[src/sv/assert_macros.svh]
// Assertion macros shared by the search block's RTL.
`ifndef ASSERT_MACROS_SVH
`define ASSERT_MACROS_SVH
`ifndef SYNTHESIS
`define KNN_ASSERT(name, clk, rstn, prop) \
	name: assert property (@(posedge clk) disable iff (!rstn) prop) \
	else $error("knn assertion failed");
`define KNN_ASSERT_NEVER(name, clk, rstn, cond) \
	name: assert property (@(posedge clk) disable iff (!rstn) !(cond)) \
	else $error("knn forbidden condition seen");
`else
`define KNN_ASSERT(name, clk, rstn, prop)
`define KNN_ASSERT_NEVER(name, clk, rstn, cond)
`endif
`endif

[src/sv/knn_pkg.sv]
// Shared constants and types of the nearest-neighbour search block.
package knn_pkg;
	localparam int MAX_DATA  = 1024;
	localparam int MAX_DIM   = 128;
	localparam int MAX_K     = 64;
	localparam int ELEM_BITS = 16;

	localparam int VEC_W   = 10;
	localparam int ELEM_W  = 7;
	localparam int DB_AW   = VEC_W + ELEM_W;
	localparam int SCORE_W = 44;
	localparam int RANK_W  = 6;
	localparam int CNT_W   = 7;
	localparam int CFG_W   = 11;
	localparam int CFGI_W  = 2;

	localparam logic [CFGI_W-1:0] CFG_METRIC = 2'd0;
	localparam logic [CFGI_W-1:0] CFG_DIM    = 2'd1;
	localparam logic [CFGI_W-1:0] CFG_NDATA  = 2'd2;
	localparam logic [CFGI_W-1:0] CFG_K      = 2'd3;

	typedef logic signed [SCORE_W-1:0] score_t;

	// Tag that travels with one element read through the score pipeline.
	typedef struct packed {
		logic             valid;
		logic             first;
		logic             last;
		logic [VEC_W-1:0] idx;
	} issue_t;

	// Finished score of one stored vector.
	typedef struct packed {
		logic             valid;
		score_t           score;
		logic [VEC_W-1:0] idx;
	} score_res_t;

	// Commands from the sequencer to the ranked list.
	typedef struct packed {
		logic             clear;
		logic             pop;
		logic             metric;
		logic [CNT_W-1:0] k;
	} list_ctl_t;
endpackage

[src/sv/knn_score.sv]
// Shared multiply-accumulate pipeline scoring one element per cycle.
module knn_score (
	input  logic                        clk,
	input  logic                        arst_n,
	input  logic                        metric,
	input  knn_pkg::issue_t             tag_s0,
	input  logic signed [knn_pkg::ELEM_BITS-1:0] q_data,
	input  logic signed [knn_pkg::ELEM_BITS-1:0] d_data,
	output knn_pkg::score_res_t         res,
	output logic                        busy
);
	import knn_pkg::*;

	localparam int OP_W   = ELEM_BITS + 1;
	localparam int PROD_W = 2 * OP_W;

	issue_t                   tag_s1, tag_s2, tag_s3;
	logic signed [OP_W-1:0]   a_s2, b_s2;
	logic signed [PROD_W-1:0] prod_s3;
	score_t                   acc_q;
	logic                     done_s4;
	logic [VEC_W-1:0]         idx_s4;
	logic signed [OP_W-1:0]   q_ext, d_ext, diff;

	assign q_ext = OP_W'(q_data);
	assign d_ext = OP_W'(d_data);
	assign diff  = q_ext - d_ext;

	always_ff @(posedge clk or negedge arst_n) begin
		if (!arst_n) begin
			tag_s1  <= '0;
			tag_s2  <= '0;
			tag_s3  <= '0;
			done_s4 <= 1'b0;
		end else begin
			tag_s1  <= tag_s0;
			tag_s2  <= tag_s1;
			tag_s3  <= tag_s2;
			done_s4 <= tag_s3.valid && tag_s3.last;
		end
	end

	always_ff @(posedge clk) begin
		a_s2 <= metric ? q_ext : diff;
		b_s2 <= metric ? d_ext : diff;
		prod_s3 <= a_s2 * b_s2;
		if (tag_s3.valid) begin
			acc_q <= (tag_s3.first ? score_t'(0) : acc_q) + SCORE_W'(prod_s3);
		end
		idx_s4 <= tag_s3.idx;
	end

	assign res.valid = done_s4;
	assign res.score = acc_q;
	assign res.idx   = idx_s4;
	assign busy = tag_s1.valid || tag_s2.valid || tag_s3.valid || done_s4;
endmodule

[config.mk]
export PLATFORM = sky130hd
export DESIGN_NAME = knn_score
export DESIGN_NICKNAME = d
export VERILOG_FILES = /design/src/sv/assert_macros.svh /design/src/sv/knn_pkg.sv /design/src/sv/knn_score.sv
export SDC_FILE = /design/constraint.sdc
export NUM_CORES = 1
export LEC_CHECK = 0
export BUFFER_PORTS_ARGS = -buffer_cell sky130_fd_sc_hd__buf_2
export CELL_PAD_IN_SITES_DETAIL_PLACEMENT = 2
export CELL_PAD_IN_SITES_GLOBAL_PLACEMENT = 2
export CORE_ASPECT_RATIO = 1.25
export CORE_MARGIN = 2
export CORE_UTILIZATION = 35
export CTS_CLUSTER_SIZE = 40
export DETAILED_ROUTE_END_ITERATION = 8
export PLACE_DENSITY = 0.83
export SKIP_CTS_REPAIR_TIMING = 1
export SLEW_MARGIN = 20
export SYNTH_ARGS = -nofsm -noshare
export SYNTH_HDL_FRONTEND = slang
export SYNTH_SLANG_ARGS = --single-unit
[constraint.sdc]
create_clock -name clk -period 8.72 [get_ports clk]
set_clock_uncertainty 0.15 [all_clocks]
set_input_delay 0.436 -clock clk [delete_from_list [all_inputs] [get_ports clk]]
set_output_delay 0.436 -clock clk [all_outputs]
set_load 0.005 [all_outputs]
==> flow_summary.ini <==
[drt]
drt.antenna.violating_nets = 0
wl_per_cell_um = 20.7
drt_wl_total_um = 55600
vias = 13700
drtIter0Drc = 476
drt_drc_violations_left = 0
dr.pass1.iters = 4
viasPerCell = 5.09

[timing]
hold_viol_final = 0
min_period_over_period_pct = 79.3
relSlewSlack_pct = 38.7
period_minus_slack_ps = 6910
rsz0062_at_grt = no
fin_tns_setup_ps = 0
slew_violations = 0
max_slew.worst_pin.slew_ps = 919
finalSetupViolations = 0
fmax_mhz = 145

[status]
status = finished clean

[yosys]
synthFlopType = dfxtp_1
syn_area_per_cell_um2 = 9.68
synth.distinct_cells = 77
syn_inst = 1919
syn-num-nets = 2409
ys_seq_elements = 162
synth_seq_area_share_pct = 20.9
synth_warnings = 0
synth_edf_count = 44
yosysTopAreaCell = fa_1
syn-cell-area_um2 = 18600
yosysTopAreaCellShare_pct = 32.1
synth_area_leaders = fa_1, ha_1, dfxtp_1, edfxtp_1, inv_1
async_flop_share_pct = 24.7

[hold_path]
hold_class = input pin to register
holdPathStages = 2

[cells_and_area]
final_cell_mix = inv_1, fa_1, nand2_1, ha_1, and2_1
fin_nets = 2494
utilization_pct = 38.9
mostFrequentLayoutCell = inv_1
diodes = 0
syn2layout_area_growth_pct = 10.2
fillers = 5674
drive_gt1_share_pct = 8.18

[setup_path]
crit_type = register to register
critPathLaunchType = register
crit_fanout = 17
crit_arrival_ps = 7090
end_kind = register
required_ps = 8900
ff2ff_path_depth = 19

[grt]
antenna_found_initial = 0
grt_max_degree = 52
grt_util_all_layers_pct = 21.1
grt_pass1_vias = 16600
grt_pass1_wl_um = 89200
overflow = 0

[floorplanning]
core_area_um2 = 52600
rows = 94
die_h_um = 262
die_w_um = 210
start_util_pct = 35.3
io_pins = 104
dieArea_um2 = 54900

[place]
dp_hpwl_um = 45300
io_buffer_count = 103
gp_congestion = 0.855

[clocking]
cts_tree = yes
numCtsBuffers = 17
cts.sinks = 162
clock_insertion_delay_worst_skew_ps = 470
h-tree-depth = 4
cts.clk_slew.worst_paths_ps = 70
cts_buffer_depth = 2
root_buffer = clkbuf_16

[job]
drv_cap = 0
-- Yosys cell counts, types with 6 or more instances --
library cell	number
a211oi_1	12
a21o_1	51
a21oi_1	80
a31oi_1	8
and2_1	143
and3_1	8
clkbuf_1	50
dfrtp_1	40
dfxtp_1	78
edfxtp_1	44
fa_1	298
ha_1	144
inv_1	352
nand2_1	198
nand2b_1	17
nand3_1	16
nand4_1	7
nor2_1	55
nor2b_1	54
nor3_1	17
nor3b_1	6
o21a_1	12
o21ai_0	43
o21ai_1	6
o21bai_1	11
xnor2_1	64
xor2_1	13
-- layout make-up --
cell class,count,area (µm²),area share [%]
Multi-Input combinational cell,1350,13200,64.3
Sequential cell,162,3880,19.0
Inverter,353,1330,6.47
Tap cell,672,841,4.11
Timing Repair Buffer,120,678,3.31
Clock buffer,18,439,2.14
Clock inverter,14,148,0.721
-- worst paths after layout --
check | start | endpoint | slack [ps]
max | b_s2[2] | prod_s3[32] | 1810
min | d_data[7] | b_s2[7] | 50
max reg2reg | b_s2[2] | prod_s3[32] | 1810
min reg2reg | tag_s2[7] | tag_s3[7] | 200
max in group asynchronous | arst_n | tag_s3[12] | 7340
min in group asynchronous | arst_n | tag_s3[12] | 500
-- per-stage QoR --
step           setup WS (ps)  instance area, µm²  hold slack (ps)  cells
6_report                1810               20500             48.2   2689
5_1_grt                 1540               20500             45.2   2689
4_1_cts                 1810               20300             -106   2675
3_5_place_dp            1830               19700              183   2643
3_3_place_gp            2170               19700              176   2643
2_1_floorplan           2580               18600            -9.59   1919
-- flip-flops by register name, indices dropped and copies added (netlist names) --
name and cells:
a_s2 17, acc_q 44, b_s2 17, done_s4 1
idx_s4 10, prod_s3 34, tag_s1 13, tag_s2 13
tag_s3 13
-- routing by layer --
metal  part of all wire (%)  vias up  wire length [µm]  track usage, %
met5                      0        -                 0               0
met2                     56      239             31000            41.1
li1                       -     6208                 -               -
met4                    4.5        0              2500            10.0
met3                    2.3      127              1250            2.65
met1                     38     7101             20900            22.4
-- worst max-delay path: stages, from the launching register on --
cell,delay [ps]
dfxtp_1,760
nand2_1,210
inv_1,180
fa_1,590
fa_1,730
inv_1,220
fa_1,540
fa_1,590
fa_1,430
fa_1,500
inv_1,50
ha_1,330
and4_1,290
a31o_2,250
a21oi_1,150
nand2_1,70
a21o_1,190
a31oi_1,180
mux2i_1,220
o2111ai_1,130
-- cell families (layout without fill, tap and decap cells) --
group / Yosys count / in the layout / synth area share, %
AOI/OAI and AO/OA: 276 / 276 / 9.93
xor gates and xnor gates: 77 / 77 / 3.63
adders and majority gates: 442 / 442 / 41.8
buffers and inverters: 407 / 505 / 8.26
DFF: 162 / 162 / 20.9
muxes: 7 / 7 / 0.391
and+or+nand+nor: 548 / 548 / 15.1
Power is left out: the tool's default activity adds up to more than one toggle a clock period on the data nets, which glitch-free logic cannot reach.
