<file path="config.mk">
export PLATFORM = sky130hd
export DESIGN_NAME = knn_ram
export DESIGN_NICKNAME = d
export VERILOG_FILES = /design/src/sv/assert_macros.svh /design/src/sv/knn_ram.sv
export SDC_FILE = /design/constraint.sdc
export NUM_CORES = 2
export LEC_CHECK = 0
export ABC_AREA = 1
export BUFFER_PORTS_ARGS = -buffer_cell sky130_fd_sc_hd__buf_2
export CORE_ASPECT_RATIO = 0.9
export CORE_MARGIN = 8
export CORE_UTILIZATION = 35
export CTS_BUF_LIST = sky130_fd_sc_hd__clkbuf_8 sky130_fd_sc_hd__clkbuf_16
export DETAILED_ROUTE_END_ITERATION = 10
export HOLD_SLACK_MARGIN = 0.05
export PLACE_DENSITY = 0.47
export SLEW_MARGIN = 30
export SYNTH_ARGS = -nofsm -noshare
export SYNTH_HDL_FRONTEND = slang
export SYNTH_SLANG_ARGS = --single-unit
</file>
<file path="constraint.sdc">
create_clock -name clk -period 2.52 [get_ports clk]
set_input_delay 0.126 -clock clk [delete_from_list [all_inputs] [get_ports clk]]
set_output_delay 0.126 -clock clk [all_outputs]
set_load 0.05 [all_outputs]
</file>
<file path="src/sv/assert_macros.svh">
// Assertion macros shared by the search block's RTL.
`ifndef ASSERT_MACROS_SVH
`define ASSERT_MACROS_SVH
`ifndef SYNTHESIS
`define KNN_ASSERT(name, clk, rstn, prop) \
	name: assert property (@(posedge clk) disable iff (!rstn) prop) \
	else $error("knn assertion failed");
`define KNN_ASSERT_NEVER(name, clk, rstn, cond) \
	name: assert property (@(posedge clk) disable iff (!rstn) !(cond)) \
	else $error("knn forbidden condition seen");
`else
`define KNN_ASSERT(name, clk, rstn, prop)
`define KNN_ASSERT_NEVER(name, clk, rstn, cond)
`endif
`endif

</file>
<file path="src/sv/knn_ram.sv">
// Generic single-write, single-read RAM with registered read data.
module knn_ram #(
	parameter int WIDTH = 16,
	parameter int DEPTH = 128
) (
	input  logic                     clk,
	input  logic                     we,
	input  logic [$clog2(DEPTH)-1:0] waddr,
	input  logic [WIDTH-1:0]         wdata,
	input  logic [$clog2(DEPTH)-1:0] raddr,
	output logic [WIDTH-1:0]         rdata
);
	logic [WIDTH-1:0] mem [DEPTH];

	always_ff @(posedge clk) begin
		if (we) begin
			mem[waddr] <= wdata;
		end
		rdata <= mem[raddr];
	end
endmodule

</file>
==> impl.org <==
** Timing
- Number of failing hold endpoints at the final stage :: 0
- Max-slew violation count :: 0
- Post-route minimum period :: 2.22 ns
- Clock tree skew after final layout :: 0.0633 ns
- RSZ-0062 raised after global routing :: no
- In the finished design, the share of the clock period the worst path needs comes to 0.881.
- Worst slew slack as a fraction of its limit :: 0.450
- WHS :: 0.170 ns
- Setup violations remaining at the end of the flow were counted as 0.
- Setup total negative slack on the finished layout was measured at 0 ns.
- F_max :: 450 MHz
- Transition at the pin with the smallest max-transition slack :: 0.825 ns

** Power
- Power per unit of standard cell area :: 756 nW/um2
- Summed over all nets, the switching power comes to 17,300 uW.
- The share of total power dissipated in sequential elements is 0.517.
- The share of total power dissipated in combinational logic is 0.071.
- The design draws 73,500 uW.
- Of the total power, the share spent switching nets is 0.235.
- Leak Pwr :: 0.0341 uW
- The worst-case IR drop observed on VDD is 0.560 mV.
- Cell Int Power :: 56,200 uW
- Of the total power, the clock network draws 0.413.

** Detailed routing
- Average vias per placed instance :: 5.18
- Total number of vias :: 53,900
- DRT Pass-1 Iters :: 6
- Total Routed Length :: 263,000 um
- DRC errors left :: 0
- Once detail routing completed, the nets flagged for antenna violations numbered 0.
- Violation count after the first detailed-routing iteration :: 5,682
- WL per Instance :: 25.3 um

** Clock tree
- Number of sinks handled by clock tree synthesis :: 2,064
- TritonCTS built the clock tree.
- Clock buffer depth :: 3
- In this run the number of H-tree levels came out at 4.
- Buffers inserted to repair hold after CTS numbered 27.
- Worst skew pair latency :: 0.87 ns
- Clock tree synthesis inserted a total of 213 buffers.
- Number of buffers inserted to repair setup after CTS :: 0
- Clock-pin slew was measured on the worst setup and hold paths at 0.06 ns.
- CTS placed an instance of sky130_fd_sc_hd__clkbuf_16 at the clock tree root.
- Resize count post-CTS :: 0

** Die
- The total area inside the core boundary comes to 236,000 um2.
- For this configuration, the core starts out at a cell density of 0.352.
- The die covers 252,000 um2.
- For this design the top-level I/O count stands at 48.
- Die W :: 529 um
- The initialized floorplan defines 169 standard-cell rows.
- Die height :: 478 um

** Yosys
- The post-synthesis compound-gate area fraction was 0.
- A synthesized cell averages 12.2 um2.
- The synthesized design contains 2,048 enable-type register cells.
- Synthesis instantiated 15 different standard cells from the library.
- Most frequent cells after synthesis :: sky130_fd_sc_hd__nand2_1, sky130_fd_sc_hd__edfxtp_1, sky130_fd_sc_hd__nand3_1, sky130_fd_sc_hd__buf_2, sky130_fd_sc_hd__nor2_1
- Fraction of registers with async set or reset after synthesis :: 0
- The mapped netlist covers 82,800 um2.
- Sorting the synthesized cells by area gives the leading types as sky130_fd_sc_hd__edfxtp_1, sky130_fd_sc_hd__nand3_1, sky130_fd_sc_hd__nand2_1, sky130_fd_sc_hd__buf_2, sky130_fd_sc_hd__nor2_1.
- Synthesized instance count :: 6,793
- For this run, the register share of the synthesized area comes to 0.746.
- Synthesized Nets :: 6,825
- Synthesis inferred 2,064 register bits.
- Portion of synthesized cell area occupied by the leading cell type :: 0.742
- Xor-xnor portion of the synthesized cell area :: 0
- After synthesis, the largest family of logic cells by area is simple AND/OR/NAND/NOR gates.
- Among all cell types in the netlist, the one instantiated most often is sky130_fd_sc_hd__nand2_1.
- Yosys synthesis warning count :: 0
- Of the total synthesized cell area, the portion taken by full adders, half adders and majority gates is 0.
- Of the total synthesized cell area, the portion taken by AND, OR, NAND and NOR gates is 0.223.
- After synthesis, the share of cell area in mux cells is 0.
- Summed over all instances, the cell type with the most area after synthesis is sky130_fd_sc_hd__edfxtp_1.
- Main synth FF type :: sky130_fd_sc_hd__edfxtp_1

** Critical path
- RR Startpoint :: mem[65][4]$_DFFE_PP_
- Reg2Reg Setup Slack :: 0.43 ns
- Cell type with the highest occurrence count on the critical path :: sky130_fd_sc_hd__nand3_1
- In this run the worst setup path terminates at rdata[4]$_DFF_P_.
- In this run the worst path has a maximum fanout of 28.
- The worst setup path is captured at a flip-flop.
- In this design, the largest share of critical-path delay is due to buffers and inverters.
- Chain of cells forming the critical path :: dlygate4sd3_1, buf_6, inv_6, buf_12, buf_4, nand3_1, nand3_1, nand3_1, nand3_1, dlygate4sd3_1, nand2_1
- Counting both buffers and inverters, the worst setup path holds a total of 6.
- At the worst endpoint, the arrival time is 2.97 ns.
- The worst register-to-register path has a depth of 10.
- By startpoint and endpoint, the worst setup path is classified as input port to flip-flop.
- STA classifies the critical path startpoint as an input port.
- STA puts the critical path data required time at 3.27 ns.
- Total number of cells along the worst setup path :: 11
- The worst register-to-register path ends at rdata[4]$_DFF_P_.
- In this design, the stage delay of the slowest critical-path cell is 0.56 ns.
- The largest individual stage delay along the critical path comes from the cell sky130_fd_sc_hd__dlygate4sd3_1.
- Worst Setup SP :: raddr[3]

** Placed design
- Routability congestion estimate :: 0.856
- The count of buffers added on input and output ports is 47.
- Summed over all nets, the half-perimeter wirelength after detailed placement is 157,000 um.
- In this run, placement finished with an instance count of 9,976.

** Global routing
- Vias in the first global route :: 51,300
- For this run, the total global-route usage over all layers was measured as 0.203.
- Initial antenna violation count :: 14
- Pin count of the biggest net entering global routing :: 82
- Overall overflow remaining after global route :: 0
- First-pass GRT wire length :: 378,000 um

** Cells and area
- Relative to the synthesized area, the layout overhead comes to 17.4%.
- Net total in the final layout :: 7,087
- Fraction of layout instances using a drive strength above 1 :: 0.108
- Leaving out filler cells and counting taps, the final layout contains 10,400.

** Flow run
- The tool flagged a number of max-cap violations equal to 0.

** Run status
- Status :: finished clean

** Hold path
- The min-delay analysis places its worst path in the category input port to flip-flop.
## worst min-delay path, cell delays in order
cell,delay [ns]
sky130_fd_sc_hd__buf_2,0.17
sky130_fd_sc_hd__nand3_1,0.15
sky130_fd_sc_hd__buf_4,0.16
sky130_fd_sc_hd__nor2_1,0.07
sky130_fd_sc_hd__buf_12,0.16
## power by group through the flow
| stage | logic, uW | registers [uW] | clock network [uW] |
|---|---|---|---|
| finish | 5180 | 38000 | 30300 |
| floorplan | 2330 | 38800 | 0 |
| global route | 5540 | 38000 | 32100 |
| detailed placement | 5180 | 38700 | 0 |
| global placement | 5170 | 38700 | 0 |
| CTS | 5230 | 38000 | 30900 |
## stage by stage
| stage | setup slack [ns] | util | area (um2) |
|---|---|---|---|
| after CTS | 0.426 | 0.413 | 97200 |
| after global routing | 0.364 | 0.413 | 97300 |
| after detailed placement | -0.137 | 0.383 | 90300 |
| after global placement | -0.162 | 0.383 | 90300 |
| final | 0.299 | 0.413 | 97300 |
| after floorplan | 0.689 | - | 82800 |
## routing by layer
| layer | up-vias | global-route usage | part of all wire |
|---|---|---|---|
| met5 | - | 0 | 0 |
| met4 | 0 | 0.0533 | 0.026 |
| met3 | 320 | 0.0271 | 0.055 |
| met2 | 1595 | 0.317 | 0.46 |
| met1 | 27100 | 0.298 | 0.46 |
| li1 | 24800 | - | - |
## worst min-delay path by stage
stage | from | to | slack [ns] | cells after the start
after floorplan | wdata[0] | mem[0][0]$_DFFE_PP_ | 0.22 | 0
after global placement | wdata[5] | mem[47][5]$_DFFE_PP_ | 0.53 | 1
after detailed placement | wdata[5] | mem[47][5]$_DFFE_PP_ | 0.53 | 1
after CTS | we | mem[76][10]$_DFFE_PP_ | 0.08 | 5
after global routing | we | mem[73][14]$_DFFE_PP_ | 0.13 | 5
final | we | mem[73][14]$_DFFE_PP_ | 0.17 | 5
## sequential cells by signal, summed over array words and instances (netlist names)
name,count
mem,2048
rdata,16
## kinds of logic after synthesis
group	count (synthesis)
buffers and inverters	481
flip-flops	2064
AND/OR/NAND/NOR	4248
## final cells by class
| type | count | area, um2 |
|---|---|---|
| flip-flops and latches | 2064 | 61800 |
| repair buffers | 504 | 6140 |
| clock buffers | 224 | 5520 |
| inverters | 24 | 126 |
| fillers | 22000 | 138000 |
| well taps | 3163 | 3960 |
| multi-input cells | 4248 | 18500 |
| diodes | 10 | 25.0 |
| clock inverters | 165 | 1130 |
## layout by cell type, fill, tap and decap left out, drive strengths merged
cell            n
diode          10
nor3            8
dfxtp          16
edfxtp       2048
buf           477
clkbuf        224
nand3        2019
bufinv         12
clkinvlp        1
nand2        2087
dlygate4sd3    27
inv           100
clkinv         76
nor2          134
Power figures use the tool's default switching activity.
